<file path="config.mk">
export PLATFORM = sky130hd
export DESIGN_NAME = ir_remote_frame_transmitter
export DESIGN_NICKNAME = d
export VERILOG_FILES = /design/src/rtl/irt_pkg.sv /design/src/rtl/irt_sequencer.sv /design/src/rtl/ir_remote_frame_transmitter.sv
export SDC_FILE = /design/constraint.sdc
export NUM_CORES = 1
export LEC_CHECK = 0
export BUFFER_PORTS_ARGS = -buffer_cell sky130_fd_sc_hd__buf_2
export CORE_MARGIN = 5
export CORE_UTILIZATION = 63
export DETAILED_ROUTE_END_ITERATION = 8
export GPL_TIMING_DRIVEN = 0
export HOLD_SLACK_MARGIN = 0.03
export MAX_ROUTING_LAYER = met4
export PLACE_DENSITY = 0.87
export SETUP_SLACK_MARGIN = 0.3
export SKIP_LAST_GASP = 1
export SYNTH_ARGS = -nofsm -noshare
export SYNTH_HDL_FRONTEND = slang
export SYNTH_SLANG_ARGS = --single-unit
</file>
<file path="constraint.sdc">
create_clock -name clock -period 11.69 [get_ports clock]
set_input_delay 1.7535 -clock clock [delete_from_list [all_inputs] [get_ports clock]]
set_output_delay 1.7535 -clock clock [all_outputs]
set_load 0.02 [all_outputs]
</file>
<file path="src/rtl/irt_pkg.sv">
// Shared constants, types and lookup functions for the IR remote frame transmitter.
package irt_pkg;

   // Number of accepted key codes; codes at or above it are refused.
   localparam int KEY_COUNT = 22;
   localparam int FRAME_LEN = 48;
   localparam int KEY_WIDTH = 5;
   localparam int PHASE_WIDTH = 5;
   localparam int POS_WIDTH = 6;
   localparam int TICK_WIDTH = 19;

   // Segment phase codes.
   localparam logic [PHASE_WIDTH-1:0] PH_IDLE       = 5'd0;
   localparam logic [PHASE_WIDTH-1:0] PH_START_LOW  = 5'd1;
   localparam logic [PHASE_WIDTH-1:0] PH_START_HIGH = 5'd2;
   localparam logic [PHASE_WIDTH-1:0] PH_ONE_LOW    = 5'd3;
   localparam logic [PHASE_WIDTH-1:0] PH_ONE_HIGH   = 5'd4;
   localparam logic [PHASE_WIDTH-1:0] PH_ZERO_HIGH  = 5'd5;
   localparam logic [PHASE_WIDTH-1:0] PH_TAIL_FIRST = 5'd6;
   localparam logic [PHASE_WIDTH-1:0] PH_TAIL_LAST  = 5'd18;

   // Preamble bytes sent before the key bytes.
   localparam logic [23:0] PREAMBLE = 24'hffaaaa;

   typedef struct packed {
      logic [PHASE_WIDTH-1:0] phase;
      logic                   level;
      logic [TICK_WIDTH-1:0]  ticks;
   } irt_segment_type;

   typedef struct packed {
      logic rejected;
      logic busy_res;
      logic line_level;
   } irt_result_type;

   // Three key bytes per key code; codes beyond the built-in table give zero bytes.
   function automatic logic [23:0] key_bytes(input logic [KEY_WIDTH-1:0] key);
      logic [23:0] bytes;
      case (key)
         5'd0:    bytes = 24'hffaaaa;
         5'd1:    bytes = 24'hb7bb56;
         5'd2:    bytes = 24'hd7b756;
         5'd3:    bytes = 24'habdf56;
         5'd4:    bytes = 24'hef6b56;
         5'd5:    bytes = 24'hfed556;
         5'd6:    bytes = 24'hafbd56;
         5'd7:    bytes = 24'habfeaa;
         5'd8:    bytes = 24'hb6fb6a;
         5'd9:    bytes = 24'hbbf5aa;
         5'd10:   bytes = 24'hd6f76a;
         5'd11:   bytes = 24'hbafaea;
         5'd12:   bytes = 24'hb5fbaa;
         5'd13:   bytes = 24'hebebaa;
         5'd14:   bytes = 24'hf5eaea;
         5'd15:   bytes = 24'hd56df6;
         5'd16:   bytes = 24'hf7d5aa;
         5'd17:   bytes = 24'heaf5ea;
         5'd18:   bytes = 24'hdadb76;
         5'd19:   bytes = 24'hdf6d56;
         5'd20:   bytes = 24'hddb6b6;
         5'd21:   bytes = 24'hdbb6d6;
         default: bytes = 24'h000000;
      endcase
      return bytes;
   endfunction

   // Line level and length in microseconds of the segment that a phase starts.
   // Any code outside the defined segments returns the idle state.
   function automatic irt_segment_type enter_phase(input logic [PHASE_WIDTH-1:0] phase);
      irt_segment_type seg;
      seg.phase = phase;
      case (phase)
         PH_START_LOW:  begin seg.level = 1'b0; seg.ticks = 19'd8885;    end
         PH_START_HIGH: begin seg.level = 1'b1; seg.ticks = 19'd4456;    end
         PH_ONE_LOW:    begin seg.level = 1'b0; seg.ticks = 19'd533;     end
         PH_ONE_HIGH:   begin seg.level = 1'b1; seg.ticks = 19'd560;     end
         PH_ZERO_HIGH:  begin seg.level = 1'b1; seg.ticks = 19'd1093;    end
         5'd6:          begin seg.level = 1'b0; seg.ticks = 19'd533;     end
         5'd7:          begin seg.level = 1'b1; seg.ticks = 19'd560;     end
         5'd8:          begin seg.level = 1'b1; seg.ticks = 19'd39466;   end
         5'd9:          begin seg.level = 1'b0; seg.ticks = 19'd8877;    end
         5'd10:         begin seg.level = 1'b1; seg.ticks = 19'd2250;    end
         5'd11:         begin seg.level = 1'b0; seg.ticks = 19'd533;     end
         5'd12:         begin seg.level = 1'b1; seg.ticks = 19'd560;     end
         5'd13:         begin seg.level = 1'b1; seg.ticks = 19'd95000;   end
         5'd14:         begin seg.level = 1'b0; seg.ticks = 19'd8877;    end
         5'd15:         begin seg.level = 1'b1; seg.ticks = 19'd2250;    end
         5'd16:         begin seg.level = 1'b0; seg.ticks = 19'd533;     end
         5'd17:         begin seg.level = 1'b1; seg.ticks = 19'd560;     end
         PH_TAIL_LAST:  begin seg.level = 1'b1; seg.ticks = 19'd273000;  end
         default: begin
            seg.phase = PH_IDLE;
            seg.level = 1'b1;
            seg.ticks = '0;
         end
      endcase
      return seg;
   endfunction

endpackage

</file>
<file path="src/rtl/irt_sequencer.sv">
// Segment sequencer: frame, bit position, phase and tick counter with their next-state logic.
module irt_sequencer
   import irt_pkg::*;
(
   input  logic                 clock,
   input  logic                 reset,
   input  logic                 item_accept,
   input  logic                 cmd,
   input  logic [KEY_WIDTH-1:0] key_code,
   output irt_result_type       result
);

   logic [FRAME_LEN-1:0]   frame_ff,  frame_in;
   logic [POS_WIDTH-1:0]   pos_ff,    pos_in;
   logic [PHASE_WIDTH-1:0] phase_ff,  phase_in;
   logic [TICK_WIDTH-1:0]  ticks_ff,  ticks_in;
   logic                   line_ff,   line_in;

   logic [POS_WIDTH-1:0]   pos_next;
   logic [TICK_WIDTH-1:0]  ticks_dec;
   logic                   key_bad;
   logic                   rejected;
   irt_segment_type        seg;

   // Frame bit at a position, counted from the most significant bit, position taken modulo 48.
   function automatic logic bit_at(input logic [FRAME_LEN-1:0] frame,
                                   input logic [POS_WIDTH-1:0] pos);
      logic [POS_WIDTH-1:0] idx;
      idx = (pos >= POS_WIDTH'(FRAME_LEN)) ? pos - POS_WIDTH'(FRAME_LEN) : pos;
      return frame[POS_WIDTH'(FRAME_LEN - 1) - idx];
   endfunction

   assign pos_next  = pos_ff + 1'b1;
   assign ticks_dec = (ticks_ff != '0) ? ticks_ff - 1'b1 : ticks_ff;
   assign key_bad   = {1'b0, key_code} >= 6'(KEY_COUNT);

   always_comb begin
      frame_in = frame_ff;
      pos_in   = pos_ff;
      phase_in = phase_ff;
      ticks_in = ticks_ff;
      line_in  = line_ff;
      rejected = 1'b0;
      seg      = enter_phase(PH_IDLE);
      if (item_accept) begin
         if (cmd) begin
            if (phase_ff != PH_IDLE || key_bad) begin
               rejected = 1'b1;
            end else begin
               frame_in = {PREAMBLE, key_bytes(key_code)};
               pos_in   = '0;
               seg      = enter_phase(PH_START_LOW);
               phase_in = seg.phase;
               ticks_in = seg.ticks;
               line_in  = seg.level;
            end
         end else if (phase_ff != PH_IDLE) begin
            ticks_in = ticks_dec;
            if (ticks_dec == '0) begin
               case (phase_ff)
                  PH_START_LOW:  seg = enter_phase(PH_START_HIGH);
                  PH_START_HIGH: seg = enter_phase(bit_at(frame_ff, pos_ff) ?
                                                   PH_ONE_LOW : PH_ZERO_HIGH);
                  PH_ONE_LOW:    seg = enter_phase(PH_ONE_HIGH);
                  PH_ONE_HIGH, PH_ZERO_HIGH: begin
                     pos_in = pos_next;
                     if (pos_next >= POS_WIDTH'(FRAME_LEN)) begin
                        seg = enter_phase(PH_TAIL_FIRST);
                     end else begin
                        seg = enter_phase(bit_at(frame_ff, pos_next) ?
                                          PH_ONE_LOW : PH_ZERO_HIGH);
                     end
                  end
                  default: begin
                     if (phase_ff >= PH_TAIL_FIRST && phase_ff < PH_TAIL_LAST) begin
                        seg = enter_phase(phase_ff + 1'b1);
                     end else begin
                        seg = enter_phase(PH_IDLE);
                     end
                  end
               endcase
               phase_in = seg.phase;
               ticks_in = seg.ticks;
               line_in  = seg.level;
            end
         end
      end
   end

   always_ff @(posedge clock) begin
      if (reset) begin
         frame_ff <= '0;
         pos_ff   <= '0;
         phase_ff <= PH_IDLE;
         ticks_ff <= '0;
         line_ff  <= 1'b1;
      end else begin
         frame_ff <= frame_in;
         pos_ff   <= pos_in;
         phase_ff <= phase_in;
         ticks_ff <= ticks_in;
         line_ff  <= line_in;
      end
   end

   // Result reflects the state after this transaction's update.
   assign result.line_level = line_in;
   assign result.busy_res   = (phase_in != PH_IDLE);
   assign result.rejected   = rejected;

endmodule

</file>
<file path="src/rtl/ir_remote_frame_transmitter.sv">
// Top level of the IR remote frame transmitter: stream ports and the result register.
//
// The block plays a pulse-distance remote-control frame as a series of line levels, one
// result per input transaction. A transaction with tuser low is a one-microsecond tick; a
// transaction with tuser high starts a frame for the key code in tdata. The frame is a start
// pulse, three preamble bytes, the three table bytes of the key (most significant bit first)
// and a fixed stop and repeat tail ending in 273 ms of high level; the line idles high. A send
// while a frame is running, or with a key code of 22 or more, is refused and flagged in its
// result. The state update and the result are formed in the same cycle from the registered
// state and written to the result register, so a new transaction is accepted every cycle
// while the result side keeps up, and the result appears on the next cycle. The result
// register also decouples the two sides: input is taken whenever the result register is
// empty or its contents are being taken in the same cycle.
module ir_remote_frame_transmitter
   import irt_pkg::*;
(
   input  logic       clock,
   input  logic       reset,
   input  logic       req_tvalid,
   output logic       req_tready,
   input  logic [7:0] req_tdata,   // [4:0] key_code, [7:5] zero
   input  logic       req_tuser,   // [0] cmd: 0 tick, 1 send
   output logic       rsp_tvalid,
   input  logic       rsp_tready,
   output logic [7:0] rsp_tdata    // [0] line_level, [1] busy_res, [2] rejected, [7:3] zero
);

   logic           req_accept;
   irt_result_type result;

   logic           rsp_valid_ff, rsp_valid_in;
   irt_result_type rsp_data_ff,  rsp_data_in;

   assign req_tready = !rsp_valid_ff || rsp_tready;
   assign req_accept = req_tvalid && req_tready;

   irt_sequencer u_sequencer (
      .clock       (clock),
      .reset       (reset),
      .item_accept (req_accept),
      .cmd         (req_tuser),
      .key_code    (req_tdata[KEY_WIDTH-1:0]),
      .result      (result)
   );

   // Result register: loaded on every accepted transaction, emptied when taken.
   always_comb begin
      rsp_valid_in = rsp_valid_ff;
      rsp_data_in  = rsp_data_ff;
      if (req_accept) begin
         rsp_valid_in = 1'b1;
         rsp_data_in  = result;
      end else if (rsp_tready) begin
         rsp_valid_in = 1'b0;
      end
   end

   always_ff @(posedge clock) begin
      if (reset) begin
         rsp_valid_ff <= 1'b0;
      end else begin
         rsp_valid_ff <= rsp_valid_in;
      end
   end

   always_ff @(posedge clock) begin
      rsp_data_ff <= rsp_data_in;
   end

   assign rsp_tvalid = rsp_valid_ff;
   assign rsp_tdata  = {5'b00000, rsp_data_ff.rejected, rsp_data_ff.busy_res,
                        rsp_data_ff.line_level};

endmodule

</file>
==> impl_results.md, run 1 <==
- Vias after detailed routing: between 5000 and 6000
- N_diodes: 0
- Chip width: about 100 µm
- Port Buffers: 11
- CTS H-tree lvls: 3
- CTS buffer count: 9
- Final WL: about 16000 µm
- Detailed-route vias per instance: around 6.9
- CP Launch Point: u_sequencer.pos_ff[0]
- Met2 wire len: 7800 µm
- Reg2reg start: u_sequencer.pos_ff[0]
- Crit start category: flop
- Status: completed
- Setup_tns: 0 ps
- Mapped Cells: 704
- Antenna viol nets, final: 0
- Hold Fails Final Rpt: 0
- Fmax: between 200 and 250 MHz
- DR DRC count: 0
- Pin count of the biggest net entering global routing: 13
- Crit-path max FO: 10
- Flops & latches, synth: 57
- Longest Clk Path Bufs: 2
- CP Class: flop to flop
- Reg clk slew, reported paths: approximately 80 ps
- Clk_skew: approximately 12 ps
- Min-delay worst type: flop to flop
- First-pass GRT wire length: ~26000 µm
- Unrepaired setup endpoints after global routing: false
- Worst-Skew Late Latency: approximately 340 ps
- Fin crit share: 36.9%
- Hpwl dp: 12000 µm
- CTS Hold Bufs: 0
- Async SR Flop Fraction: 0%
- Clock sink count: 57
- CTS tree: done
- Area after DPL: 0.00534 mm²
- EDFF count, synth: 3
- DR pass1 iterations: 6
- Vias in the first global route: about 5400
- Placed insts: slightly above 800
- Register area share after synthesis: between 20% and 30%
- Gpl congestion: 1.01
- Final Non-Filler Cells: 840
- Num ports: 23
- Synthesized area per cell: around 7.3 µm²
- Netlist cell types: 71
- Worst-Margin Slew: just under 900 ps
- # nets final: 763
- GRT Residual Overflow: 0
- Area Overhead vs Synth: 8.23%
- R2r setup slk: approximately 7400 ps
- Core Area: just over 0.008 mm²
- Worst vdd ir: between 0.00006 and 0.00007 V
- Tot Pwr: approximately 0.57 mW
- CP required: 11910 ps
- Ys flop type: dfxtp_1
- Post-route met1 wirelength: 6300 µm
- CTS resizes: 0
- Die H: ~100 µm
- Layout cell share with drive strength beyond 1: under 10%
- Initial Util: 63.5%
- Number of antenna violations at the first check in global routing: 0
- Arr. time, crit path: 4530 ps
- DR iter-0 viols: approximately 670
- Met3 WL: about 1300 µm
- Final setup fails: 0
- Fin area: 0.00556 mm²
- Pins Over Slew Limit: 0
- Crit path time final: ~4300 ps
- Die area: ~0.010 mm²
- Ys Warns: 0
- Post-Syn Area: approximately 0.005 mm²
- DR top layer: met4
- Drt wl/cell: 19.3 µm
- Std cell rows: 33
- Max cap viols: 0
- Pwr per Cell Area: approximately 100 mW/mm²
- CP endpoint kind: flop
- Setup Fix Bufs, Post-CTS: 0
- Slew headroom: just under 40%
- Pleak: 1.97 nW
- Root buffer cell: clkbuf_8
- HP Start: u_sequencer.pos_ff[5]
- Global-route usage over all layers: between 30% and 40%
## cell usage after synthesis, types with 5 or more instances
master	count	area, µm²
nor2_1	81	304
a21oi_1	68	340
nand2_1	60	225
clkbuf_1	54	203
dfxtp_1	54	1080
o21ai_0	33	165
nor3_1	29	145
inv_1	22	82.6
a211oi_1	20	150
ha_1	20	250
nand3_1	20	100
nor2b_1	14	87.6
nand2b_1	12	75.1
o211ai_1	12	90.1
nor4_1	11	68.8
o31ai_1	11	82.6
a31oi_1	10	62.6
mux2i_1	10	100
mux4_2	10	225
or3_1	9	56.3
xnor2_1	8	70.1
or4_1	7	52.6
a311oi_1	6	52.6
and2_1	6	37.5
nand3b_1	6	45.0
a221oi_1	5	43.8
buf_4	5	37.5
mux2_2	5	56.3
o2bb2ai_1	5	43.8
## registers in the layout, indices dropped and copies added, names as in the netlist
name	cells
u_sequencer.line_ff	1
u_sequencer.frame_ff	22
u_sequencer.pos_ff	6
u_sequencer.phase_ff	5
rsp_tvalid	1
rsp_tdata	3
u_sequencer.ticks_ff	19
## path summary, 6_finish.rpt
path | end | depth (start not counted)
max reg2reg | u_sequencer.line_ff | 15
min reg2reg | u_sequencer.pos_ff[5] | 2
min | u_sequencer.pos_ff[5] | 2
max | u_sequencer.line_ff | 15
## cells by family (layout without fill, tap and decap cells)
family                   count (synthesis)  after routing  share of synthesized area, %
multiplexers                            25             25                          7.43
flip-flops                              57             57                          22.8
other                                    1              5                        0.0730
adder cells (fa/ha/maj)                 20             20                          4.87
AND/OR/NAND/NOR                        281            281                          27.5
buffers and inverters                   89            116                          7.11
AO/OA/AOI/OAI                          220            220                          28.3
XOR/XNOR                                11             11                          1.88
## final cells by class
class                           count  area, µm²
Buffer                             67        283
Clock buffer                       10        149
Clock inverter                      6       72.6
Fill cell                         714       2530
Inverter                           22       82.6
Multi-Input combinational cell    562       3620
Sequential cell                    57       1170
Tap cell                          105        131
Timing Repair Buffer               11       55.1
## metal layers
layer | vias up | track usage [%]
li1 | 2669 | -
met1 | 2686 | 40.0
met2 | 349 | 54.3
met3 | 82 | 5.21
met4 | 0 | 14.8
met5 | - | -
## power by group
part	leakage, nW	internal, mW	switching (mW)
logic	1.39	0.0574	0.0996
registers	0.468	0.205	0.00959
clock network	0.108	0.113	0.0890
total	1.97	0.376	0.198
## worst max-delay path, stage by stage, from the launching register on
cell and delay (ps):
dfxtp_1 470, buf_1 460, clkbuf_1 410, nand4_1 170, xnor2_1 280, inv_1 70, ha_1 390, nand2_1 70
or4_1 470, o311ai_0 150, a311o_1 220, nor3_1 60, a211oi_1 390, a32o_1 180, o2bb2ai_1 90, or2_2 290
## placed cells by master, fill, tap and decap left out, types with 4 or more instances in the layout
cell type  Yosys  routed
a221oi_1       5       5
nor2_1        81      81
o31ai_1       11      11
o21a_1         4       4
clkbuf_8       0       9
conb_1         1       5
nor4_1        11      11
nor2b_1       14      14
o211ai_1      12      12
a21oi_1       68      68
nor3b_1        4       4
and2_1         6       6
buf_4          5       5
nand3_1       20      20
a31oi_1       10      10
a311oi_1       6       6
and3_1         4       4
buf_2          4      15
nor3_1        29      29
ha_1          20      20
nand3b_1       6       6
o21ai_0       33      33
nand2b_1      12      12
nand4_1        4       4
o22ai_1        4       4
clkbuf_1      54      54
o221ai_1       4       4
mux2_2         5       5
dfxtp_1       54      54
mux4_2        10      10
mux2i_1       10      10
nand2_1       60      60
a211oi_1      20      20
or3_1          9       9
o2bb2ai_1      5       5
or4_1          7       7
inv_1         22      22
xnor2_1        8       8
## through the flow
| stage | worst slack [ps] | hold WS (ps) | utilization, % |
|---|---|---|---|
| 2_1_floorplan | 7940 | 432 | - |
| 3_3_place_gp | 7260 | 443 | 66.0 |
| 3_5_place_dp | 7230 | 464 | 66.0 |
| 4_1_cts | 7420 | 474 | 68.7 |
| 5_1_grt | 7080 | 499 | 68.7 |
| 6_report | 7370 | 478 | 68.7 |
Note: power is estimated with default switching activity, not from simulation.
==> run 2, diff against run 1 <==
- clock period: 11.69 -> 4.1 ns (I/O delays scaled with it)
==> impl_results.md, run 2 (synthesis gave the netlist of run 1 again) <==
- Unrepaired setup endpoints after global routing: true
- Max cap viols: 0
- Global routing's busiest layer: met2
- Max reg flops: 22
- Arr. time, crit path: ~3900 ps
- Area Overhead vs Synth: 12.9%
- DR DRC count: 0
- Initial Util: a little under two thirds
- Vias in the first global route: ~5400
- Worst path bufs/invs: 4
- Worst vdd ir: approximately 0.00020 V
- Pwr per Cell Area: 294 mW/mm²
- Reg clk slew, reported paths: about 80 ps
- Port Buffers: 11
- R2r setup slk: 280 ps
- Max incr delay on CP: roughly 560 ps
- WHS: a little under 500 ps
- Die H: 100 µm
- Std cell rows: 33
- Routing usage on met3: 5.77%
- Number of antenna violations at the first check in global routing: 0
- Min-delay worst type: flop to flop
- Most used cell, CP: buf_6
- Cell family with most CP delay: simple AND/OR/NAND/NOR gates
- Fillers: 664
- DR pass1 iterations: 6
- DR iter-0 viols: between 600 and 700
- Commonest non-fill, non-tap cell in the layout: nor2_1
- Crit-path max FO: 5
- Area occupied by multi-input gates: between 0.003 and 0.004 mm²
- Tot Pwr: approximately 1.7 mW
- Vias after detailed routing: just under 6000
- Slew headroom: 44.4%
- Reg with most FFs: u_sequencer.frame_ff
- Chip width: around 100 µm
- Grt met2 use: 55.0%
- Detailed-route vias per instance: 6.95
- Root buffer cell: clkbuf_8
- Clock sink count: between 50 and 60
- CP endpoint kind: flop
- Longest Clk Path Bufs: 2
- Worst-Skew Late Latency: between 300 and 400 ps
- Final setup fails: 0
- Layout cell share with drive strength beyond 1: 13.9%
- Top Registers: u_sequencer.frame_ff (22), u_sequencer.ticks_ff (19), u_sequencer.pos_ff (6)
- CTS buffer count: 9
- Global-route usage over all layers: roughly 33%
- Critical-path cell list: buf_6 > inv_4 > ha_4 > or4b_4 > nor4_4 > mux2_4 > nand3b_1 > or4_4 > buf_6 > or3_4 > buf_6 > or3_4 > a21oi_2 > nand3_1
- Setup_tns: 0 ps
- Commonest non-fill, non-tap cells in the layout: 81 x nor2_1, 67 x a21oi_1, 59 x nand2_1
- Met1 Use GR: 40.0%
- Fin crit share: between 90% and 100%
- CP Depth: 14
- Final WL: ~17000 µm
- GRT Residual Overflow: 0
- Critical-path top delay cell: or4_4
- Worst R2R Path Depth: 14
- Core Area: ~0.0081 mm²
- CP Launch Point: u_sequencer.ticks_ff[0]
- # nets final: about 780
- Gpl congestion: a little over 1
- Antenna viol nets, final: 0
- First-pass GRT wire length: between 20000 and 30000 µm
- N_diodes: 0
- Pin count of the biggest net entering global routing: 13
- Drt wl/cell: around 20 µm
- Crit path time final: 3820 ps
- Die area: ~0.010 mm²
- Pins Over Slew Limit: 0
- Clk_skew: 15.6 ps
- Critical path endpoint: rsp_tdata[1]
- Seq. cell area: between 0.001 and 0.0015 mm²
- CTS tree: done
- Hold Fails Final Rpt: 0
- Reg2reg start: u_sequencer.ticks_ff[0]
- Hpwl dp: between 10000 and 15000 µm
- Status: completed
- Num ports: 23
- Crit start category: flop
- Fmax: 262 MHz
- Pleak: roughly 2.1 nW
- CTS H-tree lvls: 3
- Worst-Margin Slew: ~810 ps
- RR Endpoint: rsp_tdata[1]
- CP required: 4190 ps
- CP Class: flop to flop
run 2: changes by cell type in the layout (fill, tap and decap cells not counted), sizes merged:
cell and delta:
clkbuf -1, buf +14
run 2: timing repair:
item	CTS	global route
setup endpoints to repair	12	12
pin swaps	1	7
setup buffers	2	11
hold buffers	0	0
gates resized for setup	20	33
run 2: routing by layer:
metal  up-vias  share of wire, %
met5         -                 0
met4         0               4.1
met3        77               9.6
met2       396                49
met1      2766                38
li1       2692                 -
run 2: worst min-delay path by stage:
stage                                   startpoint                       end  slack, ps  cells past startpoint
after floorplan              u_sequencer.pos_ff[5]     u_sequencer.pos_ff[5]        430                      2
after global placement       u_sequencer.pos_ff[5]     u_sequencer.pos_ff[5]        440                      2
after detailed placement     u_sequencer.pos_ff[5]     u_sequencer.pos_ff[5]        460                      2
after CTS                    u_sequencer.pos_ff[5]     u_sequencer.pos_ff[5]        470                      2
after global routing       u_sequencer.frame_ff[7]   u_sequencer.frame_ff[7]        500                      2
final                     u_sequencer.frame_ff[17]  u_sequencer.frame_ff[17]        480                      2
run 2: through the flow:
step           cells  setup WS [ps]  util (%)  instance area, µm²
2_1_floorplan    708            347         -                5150
3_3_place_gp     824          -46.3      66.0                5340
3_5_place_dp     824           -121      66.0                5340
4_1_cts          842            291      69.8                5650
5_1_grt          853            198      71.7                5800
6_report         853            285      71.7                5800
run 2: power breakdown:
part	leakage, nW	internal (mW)	switching, mW	total (mW)
combinational	1.52	0.198	0.309	0.507
clock	0.108	0.322	0.262	0.584
sequential	0.469	0.585	0.0285	0.613
run 2: layout make-up:
| class | count | share of cell area [%] |
|---|---|---|
| buffer | 67 | 5.54 |
| clock buffer | 10 | 2.57 |
| clock inverter | 6 | 1.25 |
| inverter | 22 | 1.47 |
| multi-input combinational | 562 | 64.0 |
| sequential | 57 | 20.3 |
| tap | 105 | 2.26 |
| timing repair buffer | 24 | 2.63 |
run 2: worst reg2reg max path: cells and delay by family (launching register included):
kind            cells  cell delay, ps
fa+ha+maj           1             140
compound gates      1             140
buf+inv             4             430
simple gates        7            2200
mux                 1             340
flops               1             320
